`src/rtl/stable_sorted_priority_queue_core_defines.svh`:
```
// Assertion macros shared by the queue RTL files.
`ifndef STABLE_SORTED_PRIORITY_QUEUE_CORE_DEFINES_SVH
`define STABLE_SORTED_PRIORITY_QUEUE_CORE_DEFINES_SVH
`ifndef SYNTHESIS
// Check a property on every rising clock edge outside reset.
`define SSPQ_ASSERT(lbl, prop, msg) \
  lbl: assert property (@(posedge clk) disable iff (rst) (prop)) else $error(msg);
// Check that a condition leads to a consequence in the next cycle.
`define SSPQ_ASSERT_NEXT(lbl, ante, cons, msg) \
  lbl: assert property (@(posedge clk) disable iff (rst) (ante) |=> (cons)) else $error(msg);
`else
`define SSPQ_ASSERT(lbl, prop, msg)
`define SSPQ_ASSERT_NEXT(lbl, ante, cons, msg)
`endif
`endif

```
`src/rtl/sspq_pkg.sv`:
```
// Types, constants and helpers of the stable sorted priority queue.
package sspq_pkg;

  localparam int QUEUE_DEPTH = 16;
  localparam int CNT_W       = $clog2(QUEUE_DEPTH + 1);
  localparam int FUNC_W      = 3;
  localparam int DATA_W      = 32;
  localparam int PRIO_W      = 16;
  localparam int POS_W       = 4;
  localparam int STATUS_W    = 2;
  localparam int OCNT_W      = 5;

  // Command codes on the request channel
  typedef enum logic [FUNC_W-1:0] {
    FN_INSERT    = 3'd0,
    FN_DEL_PRIO  = 3'd1,
    FN_DEL_FIRST = 3'd2,
    FN_DEL_MATCH = 3'd3,
    FN_CLEAR     = 3'd4,
    FN_READ      = 3'd5
  } func_t;

  // Result status codes
  typedef enum logic [STATUS_W-1:0] {
    ST_OK       = 2'd0,
    ST_FULL     = 2'd1,
    ST_NOTFOUND = 2'd2,
    ST_EMPTY    = 2'd3
  } status_t;

  // Per-cycle action of the cell row
  typedef enum logic [1:0] {
    OP_HOLD,
    OP_INSERT,
    OP_REMOVE
  } cell_op_t;

  typedef enum logic [1:0] {
    S_IDLE,
    S_RUN,
    S_WAIT
  } state_t;

  // Broadcast from the controller to every cell
  typedef struct packed {
    cell_op_t                   op;
    logic                       match_data;
    logic signed [DATA_W-1:0]   key_data;
    logic signed [PRIO_W-1:0]   key_prio;
  } cell_cmd_t;

  // Fold an internal count onto the 5-bit result field (wraps above 31)
  function automatic logic [OCNT_W-1:0] to_out_cnt(input logic [CNT_W-1:0] c);
    logic [CNT_W+OCNT_W-1:0] t;
    t = {{OCNT_W{1'b0}}, c};
    return t[OCNT_W-1:0];
  endfunction

endpackage

```
`src/rtl/sspq_cell.sv`:
```
// One slot of the sorted cell row: holds a data/priority pair and trades with neighbors.
module sspq_cell import sspq_pkg::*; (
  input  logic                     clk,
  input  cell_cmd_t                cmd,
  input  logic                     occ,
  input  logic signed [DATA_W-1:0] left_data,
  input  logic signed [PRIO_W-1:0] left_prio,
  input  logic                     left_ge,
  input  logic                     left_seen,
  input  logic signed [DATA_W-1:0] right_data,
  input  logic signed [PRIO_W-1:0] right_prio,
  output logic signed [DATA_W-1:0] data,
  output logic signed [PRIO_W-1:0] prio,
  output logic                     ge,
  output logic                     seen
);

  logic hit;

  // Slot is free or holds a later priority: the new entry goes at or before it
  assign ge   = !occ || (prio > cmd.key_prio);
  // Slot matches the delete key
  assign hit  = occ && (prio == cmd.key_prio) && (!cmd.match_data || data == cmd.key_data);
  // A match at or before this slot: this slot and all after it shift left
  assign seen = left_seen || hit;

  // Insert: load key at the boundary, shift right after it. Remove: pull from the right.
  always_ff @(posedge clk) begin
    unique case (cmd.op)
      OP_INSERT: begin
        if (ge) begin
          if (!left_ge) begin
            data <= cmd.key_data;
            prio <= cmd.key_prio;
          end else begin
            data <= left_data;
            prio <= left_prio;
          end
        end
      end
      OP_REMOVE: begin
        if (seen) begin
          data <= right_data;
          prio <= right_prio;
        end
      end
      OP_HOLD: begin
      end
      default: begin
      end
    endcase
  end

endmodule

```
`config.mk`:
```
export PLATFORM = sky130hd
export DESIGN_NAME = sspq_cell
export DESIGN_NICKNAME = d
export VERILOG_FILES = /design/src/rtl/stable_sorted_priority_queue_core_defines.svh /design/src/rtl/sspq_pkg.sv /design/src/rtl/sspq_cell.sv
export SDC_FILE = /design/constraint.sdc
export NUM_CORES = 1
export LEC_CHECK = 0
export BUFFER_PORTS_ARGS = -buffer_cell sky130_fd_sc_hd__buf_4
export CORE_MARGIN = 4
export CORE_UTILIZATION = 44
export DETAILED_ROUTE_END_ITERATION = 8
export GPL_ROUTABILITY_DRIVEN = 0
export GPL_TIMING_DRIVEN = 0
export HOLD_SLACK_MARGIN = 0.08
export PLACE_DENSITY_LB_ADDON = 0.1
export SYNTH_ARGS = -nofsm -noshare
export SYNTH_HDL_FRONTEND = slang
export SYNTH_SLANG_ARGS = --single-unit
```
`constraint.sdc`:
```
create_clock -name clk -period 4.1 [get_ports clk]
set_clock_uncertainty 0.15 [all_clocks]
set_input_delay 1.025 -clock clk [delete_from_list [all_inputs] [get_ports clk]]
set_output_delay 1.025 -clock clk [all_outputs]
set_load 0.005 [all_outputs]
```
Yosys cells after proc, flatten, opt, wreduce, memory -nomap -nowiden
Cells that the tools add are included.

Shifts and indexed selects: 0. Mux-type cells: 8. Equal/unequal tests: 6. Add/subtract/negate cells: 0. Reductions and logical operators: 9. Divide/modulo/power cells: 0. Bitwise logic cells: 0. Magnitude comparators: 1. Multiply operators: 0.

Operators by type and width (number): $mux W32 (3); $pmux W32 S2 (1); $mux W16 (3); $eq A32 B32 Y1 (1); $pmux W16 S2 (1); $eq A16 B16 Y1 (1); $gt A16 B16 Y1 (1); $ne A2 B2 Y1 const B (2); $logic_or A1 B1 Y1 (3); $reduce_and A3 Y1 (1); $eq A2 B1 Y1 const B (1); $eq A2 B2 Y1 const B (1); $logic_and A1 B1 Y1 (2); $logic_not A1 Y1 (2); $reduce_bool A2 Y1 (1).

Memories kept: 0. Output and inout bits: 50. Input bits: 151. Memory bits (read-only): 0. RAM bits: 0. Register bits: 48. Bits in latches: 0. Word-level logic and storage cells: 26.

Longest topological paths before layout
Gate-level depths: netlist of run 1.

Depth after elaboration: 6. Gate-level depth with buffers: 7. Mapped depth without buffers: 7.

Worst setup path before layout of run 1
No wires, ideal clock.

Path type: input to register. Start point: input port cmd[15] (netlist name). End point: register data[0], enable pin. Arrival: 3.317 ns. Library setup time: 0.418 ns. Slack: 0.215 ns. Stages: 7. Path buffers: 0. Cells stage by stage: inv_1 ha_1 nand4_2 nor4_2 a21o_1 nand2_1 o2bb2ai_2.

Word-level cells in the longest chain between the ends: 6. Elaborated cells between the ends (all ways): 9.

Ends and longest elaborated chain: start: declaration (RTL line sspq_cell.sv:4) `input cell_cmd_t cmd,`; branches (longest 5 deep; another with $gt A16 B16 Y1); $reduce_and A3 Y1 (no line) *; end signal: assignment (RTL line sspq_cell.sv:33) `data <= cmd.key_data;`; end signal: assignment (RTL line sspq_cell.sv:36) `data <= left_data;`; end signal: assignment (RTL line sspq_cell.sv:43) `data <= right_data;`; end: declaration (RTL line sspq_cell.sv:12) `output logic signed [DATA_W-1:0] data,`.

Mark *: on every way between the ends. A chain may end at the register's enable or synchronous reset.

Worst setup path in the final report of run 1
Start point: input port cmd[1] (netlist name). End point: output port ge.

Word-level cells in the longest chain between the ends: 2.

Ends and longest elaborated chain: $gt A16 B16 Y1 (RTL line sspq_cell.sv:21) `assign ge = !occ || (prio > cmd.key_prio);`; $logic_or A1 B1 Y1 (RTL line sspq_cell.sv:21); end: declaration (RTL line sspq_cell.sv:14) `output logic ge,`.

No other way between the ends.

==> results of run 1 <==
[where the power goes]
part,switching [W],internal [W],leakage (nW)
clock network,0.000164,0.000113,0.0391
registers,0.0000238,0.000595,0.456
logic,0.000164,0.000227,1.80
[metrics by stage]
step | hold slack, ns | cells | total power [W]
2_1_floorplan | 1.06 | 319 | 0.000796
3_3_place_gp | 1.15 | 617 | 0.00101
3_5_place_dp | 1.15 | 618 | 0.00103
4_1_cts | 0.843 | 625 | 0.00129
5_1_grt | 0.835 | 625 | 0.00135
6_report | 0.846 | 625 | 0.00129
[layout by cell type (no fill, tap or decap), drive strengths merged]
master / instances
a31oi: 1
o41a: 1
o2111ai: 1
o211ai: 1
o21bai: 1
ha: 16
edfxtp: 48
clkinv: 2
xnor2: 32
nand4: 12
o2bb2ai: 1
a311oi: 1
a21o: 3
buf: 210
and2b: 1
nor4: 2
or2: 1
o21ai: 49
nand2: 50
nand3: 2
mux2i: 48
a21oi: 6
clkbuf: 12
inv: 18
nor2: 3
nor2b: 3
a211oi: 1
[sequential cells by signal (all words and copies together), names as in the netlist]
name,flops
prio,16
data,32
[final timing paths]
kind,endpoint,slack [ns],startpoint
setup / recovery,ge,0.44,cmd[1]
hold / removal,prio[11],0.85,right_prio[11]
setup reg to reg,data[30],1.27,data[15]
hold reg to reg,data[29],1.19,prio[14]
[area by class of cell]
type | instances | area (sq um) | share of cell area, %
clock buffers | 5 | 68.8 | 1.37
multi-input cells | 236 | 1710 | 34.1
well taps | 99 | 124 | 2.47
inverters | 18 | 67.6 | 1.35
repair buffers | 200 | 1510 | 30.2
clock inverters | 2 | 7.51 | 0.150
plain buffers | 17 | 83.8 | 1.67
flip-flops and latches | 48 | 1440 | 28.7
[layer usage]
metal	share of wire, %	global-route usage [%]
met5	0	0
met4	1.5	5.53
met3	9.7	7.33
met2	53	43.6
met1	36	24.2
[critical path: cells and delay by family]
| kind | cells | cell delay, ns |
|---|---|---|
| buffers and inverters | 3 | 0.28 |
| AND/OR/NAND/NOR | 1 | 0.13 |
| adder cells (fa/ha/maj) | 1 | 0.30 |
| AO/OA/AOI/OAI | 3 | 0.75 |
[cells by family (layout without fill, tap and decap cells)]
family | after synthesis | count (layout) | share of synthesized area, %
buffers and inverters | 35 | 242 | 4.60
XOR/XNOR | 32 | 32 | 8.51
flip-flops | 48 | 48 | 43.8
AND/OR/NAND/NOR | 74 | 74 | 10.6
adder cells (fa/ha/maj) | 16 | 16 | 6.08
AO/OA/AOI/OAI | 66 | 66 | 11.9
multiplexers | 48 | 48 | 14.6
==> flow_summary.ini, run 1 <==
[cts]
cts_root_buf = clkbuf_8
cts-hold-fix-buffers = 0
clkSinkCount = 48
cts-buffers-inserted = 5
clock_latency_ns = 0.29
cts_tree = done
cts_setup_buffers = 0
ctsResizeCount = 0
cts_max_level = 2
clk_pin_slew_ns = 0.09
clockBufferDepth = 2

[yosys]
yosys-top-cells-area = edfxtp_1, mux2i_1, xnor2_1
synth_cell_type_count = 30
synth_area_sq_mm = 0.00329
ys_warn_count = 0
synth_edf_count = 48
synth_cells = 319
synth_nets = 486
netlist.area_leader.share_pct = 43.8
yosys.area.top_type = edfxtp_1
yosysMostFrequentCell = nand2_1
ys_seq_area_share_pct = 43.8
async_flop_share_pct = 0
syn-mean-instance-area_sq_um = 10.3
synth_ff_type = edfxtp_1
ys_ff_latch = 48
synth_common_cells = nand2_1, o21ai_0, edfxtp_1, mux2i_1, xnor2_1

[detailed_routing]
postRouteAntennaNets = 0
wirelength_um = 10500
drtIter0Drc = 112
viasPerCell = 5.06
first_pass_iters = 4
vias = 3165
remaining_drc_errors = 0
wl_per_cell_um = 16.8

[timing]
relSlewSlack_pct = 56.6
finalWorstSetupSlack_ns = 0.442
setup_viol = 0
hold_viol_final = 0
fin_crit_ns = 3.66
finalMaxSlewViolations = 0
post-route-period-util_pct = 89.2
rsz0062_at_grt = no
max_freq_ghz = 0.273
setup_tns_ns = 0
worst_slew_pin_slew_ns = 0.650

[grt]
grt_use_total_pct = 22.9
antenna_found_initial = 0
grt_pass1_wl_um = 15800
gr-total-overflow = 0
grt_pass1_vias = 3298
grt_max_degree = 30

[die]
die_h_um = 94.5
rows = 31
die_area_sq_mm = 0.00893
initial_core_util_pct = 45.4
die_x_um = 94.5
coreArea_sq_mm = 0.00725
ios = 201

[pwr]
p_leak_nw = 2.30
peakVddDrop_uv = 148
powerDensity_mw_per_mm2 = 256

[setup_path]
path_class = in -> out
rr_worst_depth = 6
path_cells = buf_4, inv_1, ha_1, nor2b_4, o211ai_2, a211oi_2, o41a_4, buf_4
crit_path_max_fanout = 2
end_kind = output pin
crit_arrival_ns = 2.48
crit_top_cell = buf_4
startpoint_type = primary input
cpPeakStageDelay_ns = 0.49
cp.required_ns = 2.92
crit_slowest_cell = o41a_4

[cells_and_area]
utilization_pct = 69.2
drive_gt1_share_pct = 42.2
synthToLayoutAreaGrowth_pct = 52.4
diodes = 0
final_nets = 693
fin_area_sq_mm = 0.00502
fillCellCount = 597

[placed_design]
pre_cts_slack_ns = 0.425
place_area_sq_mm = 0.00494
io_buffers = 199
dp_hpwl_um = 8530

[worst_hold_path]
worstHoldPathCells = 3
hold_class = in -> reg

[status]
status = completed

[run]
max_cap_viol_count = 0
(Power assumes the default switching activity.)
==> run 2, diff against run 1 <==
- MAX_ROUTING_LAYER: unset -> met4
==> flow_summary.ini, run 2 (synthesis gave the netlist of run 1 again) <==
[detailed_routing]
wirelength_um = 10500
wl_per_cell_um = 16.8
first_pass_iters = 4
maxUsedRoutingLayer = met4
wl_met1_um = 3730
wl_met3_um = 990
remaining_drc_errors = 0
vias = 3158
drtIter0Drc = 117
postRouteAntennaNets = 0
viasPerCell = 5.05
wl_met2_um = 5590

[timing]
hold_viol_final = 0
timing.hold.ws_ns = 0.849
worst_slew_pin_slew_ns = 0.657
fin_crit_ns = 3.66
finalMaxSlewViolations = 0
relSlewSlack_pct = 56.1
finalWorstSetupSlack_ns = 0.442
rsz0062_at_grt = no
setup_viol = 0
post-route-period-util_pct = 89.2
max_freq_ghz = 0.273

[cts]
cts_setup_buffers = 0
clockBufferDepth = 2
clkSinkCount = 48
cts-hold-fix-buffers = 0
clk_pin_slew_ns = 0.09
cts_root_buf = clkbuf_8
cts_max_level = 2
ctsResizeCount = 0
cts-buffers-inserted = 5
cts_tree = done
clock_latency_ns = 0.29

[pwr]
peakVddDrop_uv = 148
pwr-share-clk_pct = 21.4
powerDensity_mw_per_mm2 = 256
p_leak_nw = 2.30
switchingPower_w = 0.000350
switching_share_pct = 27.2
seqPwrFrac_pct = 48.1
p_int_w = 0.000935
combinationalPowerShare_pct = 30.5
total_power_w = 0.00128

[grt]
antenna_found_initial = 0
grt_max_degree = 30
gr-total-overflow = 0
grt_use_total_pct = 23.6
grt_pass1_vias = 3307
grt_pass1_wl_um = 15800

[die]
rows = 31
die_h_um = 94.5
coreArea_sq_mm = 0.00725
ios = 201
die_area_sq_mm = 0.00893
die_x_um = 94.5
initial_core_util_pct = 45.4

[setup_path]
rr_worst_depth = 6
r2r-start = data[15]
cp.required_ns = 2.92
crit_path_max_fanout = 2
r2r_slack_ns = 1.26
startpoint_type = primary input
regToRegEndpoint = data[30]
crit_arrival_ns = 2.48
path_class = in -> out
end_kind = output pin

[worst_hold_path]
hold_class = in -> reg
holdCritStartpoint = right_data[11]
min_to = data[11]
worstHoldPathCells = 3

[run]
max_cap_viol_count = 0

[cells_and_area]
final_common_cell = buf_4
diodes = 0
final_cell_mix = buf_4, nand2_1, o21ai_0, mux2i_1, edfxtp_1
final_nets = 693
largest_register = data
fin_area_sq_mm = 0.00502
stdcell_count = 625
reg.largest.list = data x32, prio x16
drive_gt1_share_pct = 42.2
synthToLayoutAreaGrowth_pct = 52.4
largest_reg_flops = 32

[status]
status = completed

[placed_design]
dp.cells = 618
dp_hpwl_um = 8530
io_buffers = 199
pre_cts_slack_ns = 0.425
place_area_sq_mm = 0.00494
## run 2: cell counts in the layout (fill, tap and decap cells not counted)
No cell type changed its count.
## run 2: per-stage QoR
stage / TNS [ns] / util (%)
floorplan: 0 / -
global placement: -32.34 / 67.7
detailed placement: 0 / 68.2
CTS: 0 / 69.2
global route: 0 / 69.2
finish: 0 / 69.2
## run 2: worst max path at each step
stage | start | to | slack, ns
floorplan | cmd[15] | data[0] | 0.21
global placement | cmd[15] | data[14] | -0.68
detailed placement | cmd[1] | ge | 0.42
CTS | cmd[1] | ge | 0.42
global route | cmd[13] | ge | 0.31
finish | cmd[1] | ge | 0.44
## run 2: routing by layer
metal	track usage [%]	vias to the layer above
met4	5.53	0
met5	-	-
met2	43.6	146
met3	6.06	10
met1	25.0	1442
li1	-	1560
## run 2: cell type report
class | count | area [sq um]
inverter | 18 | 67.6
buffer | 17 | 83.8
sequential | 48 | 1440
clock buffer | 5 | 68.8
multi-input combinational | 236 | 1710
fill | 597 | 2230
tap | 99 | 124
timing repair buffer | 200 | 1510
clock inverter | 2 | 7.51
## run 2: power groups by stage
stage | Combinational, W | Clock (W) | Sequential [W]
6_report | 0.000391 | 0.000275 | 0.000618
5_1_grt | 0.000431 | 0.000297 | 0.000624
2_1_floorplan | 0.000163 | 0 | 0.000633
3_5_place_dp | 0.000396 | 0 | 0.000629
3_3_place_gp | 0.000381 | 0 | 0.000631
4_1_cts | 0.000396 | 0.000278 | 0.000619
## run 2: worst max-delay path: stages
cell	delay [ns]
buf_4	0.09
inv_1	0.04
ha_1	0.30
nor2b_4	0.13
o211ai_2	0.16
a211oi_2	0.10
o41a_4	0.49
buf_4	0.15
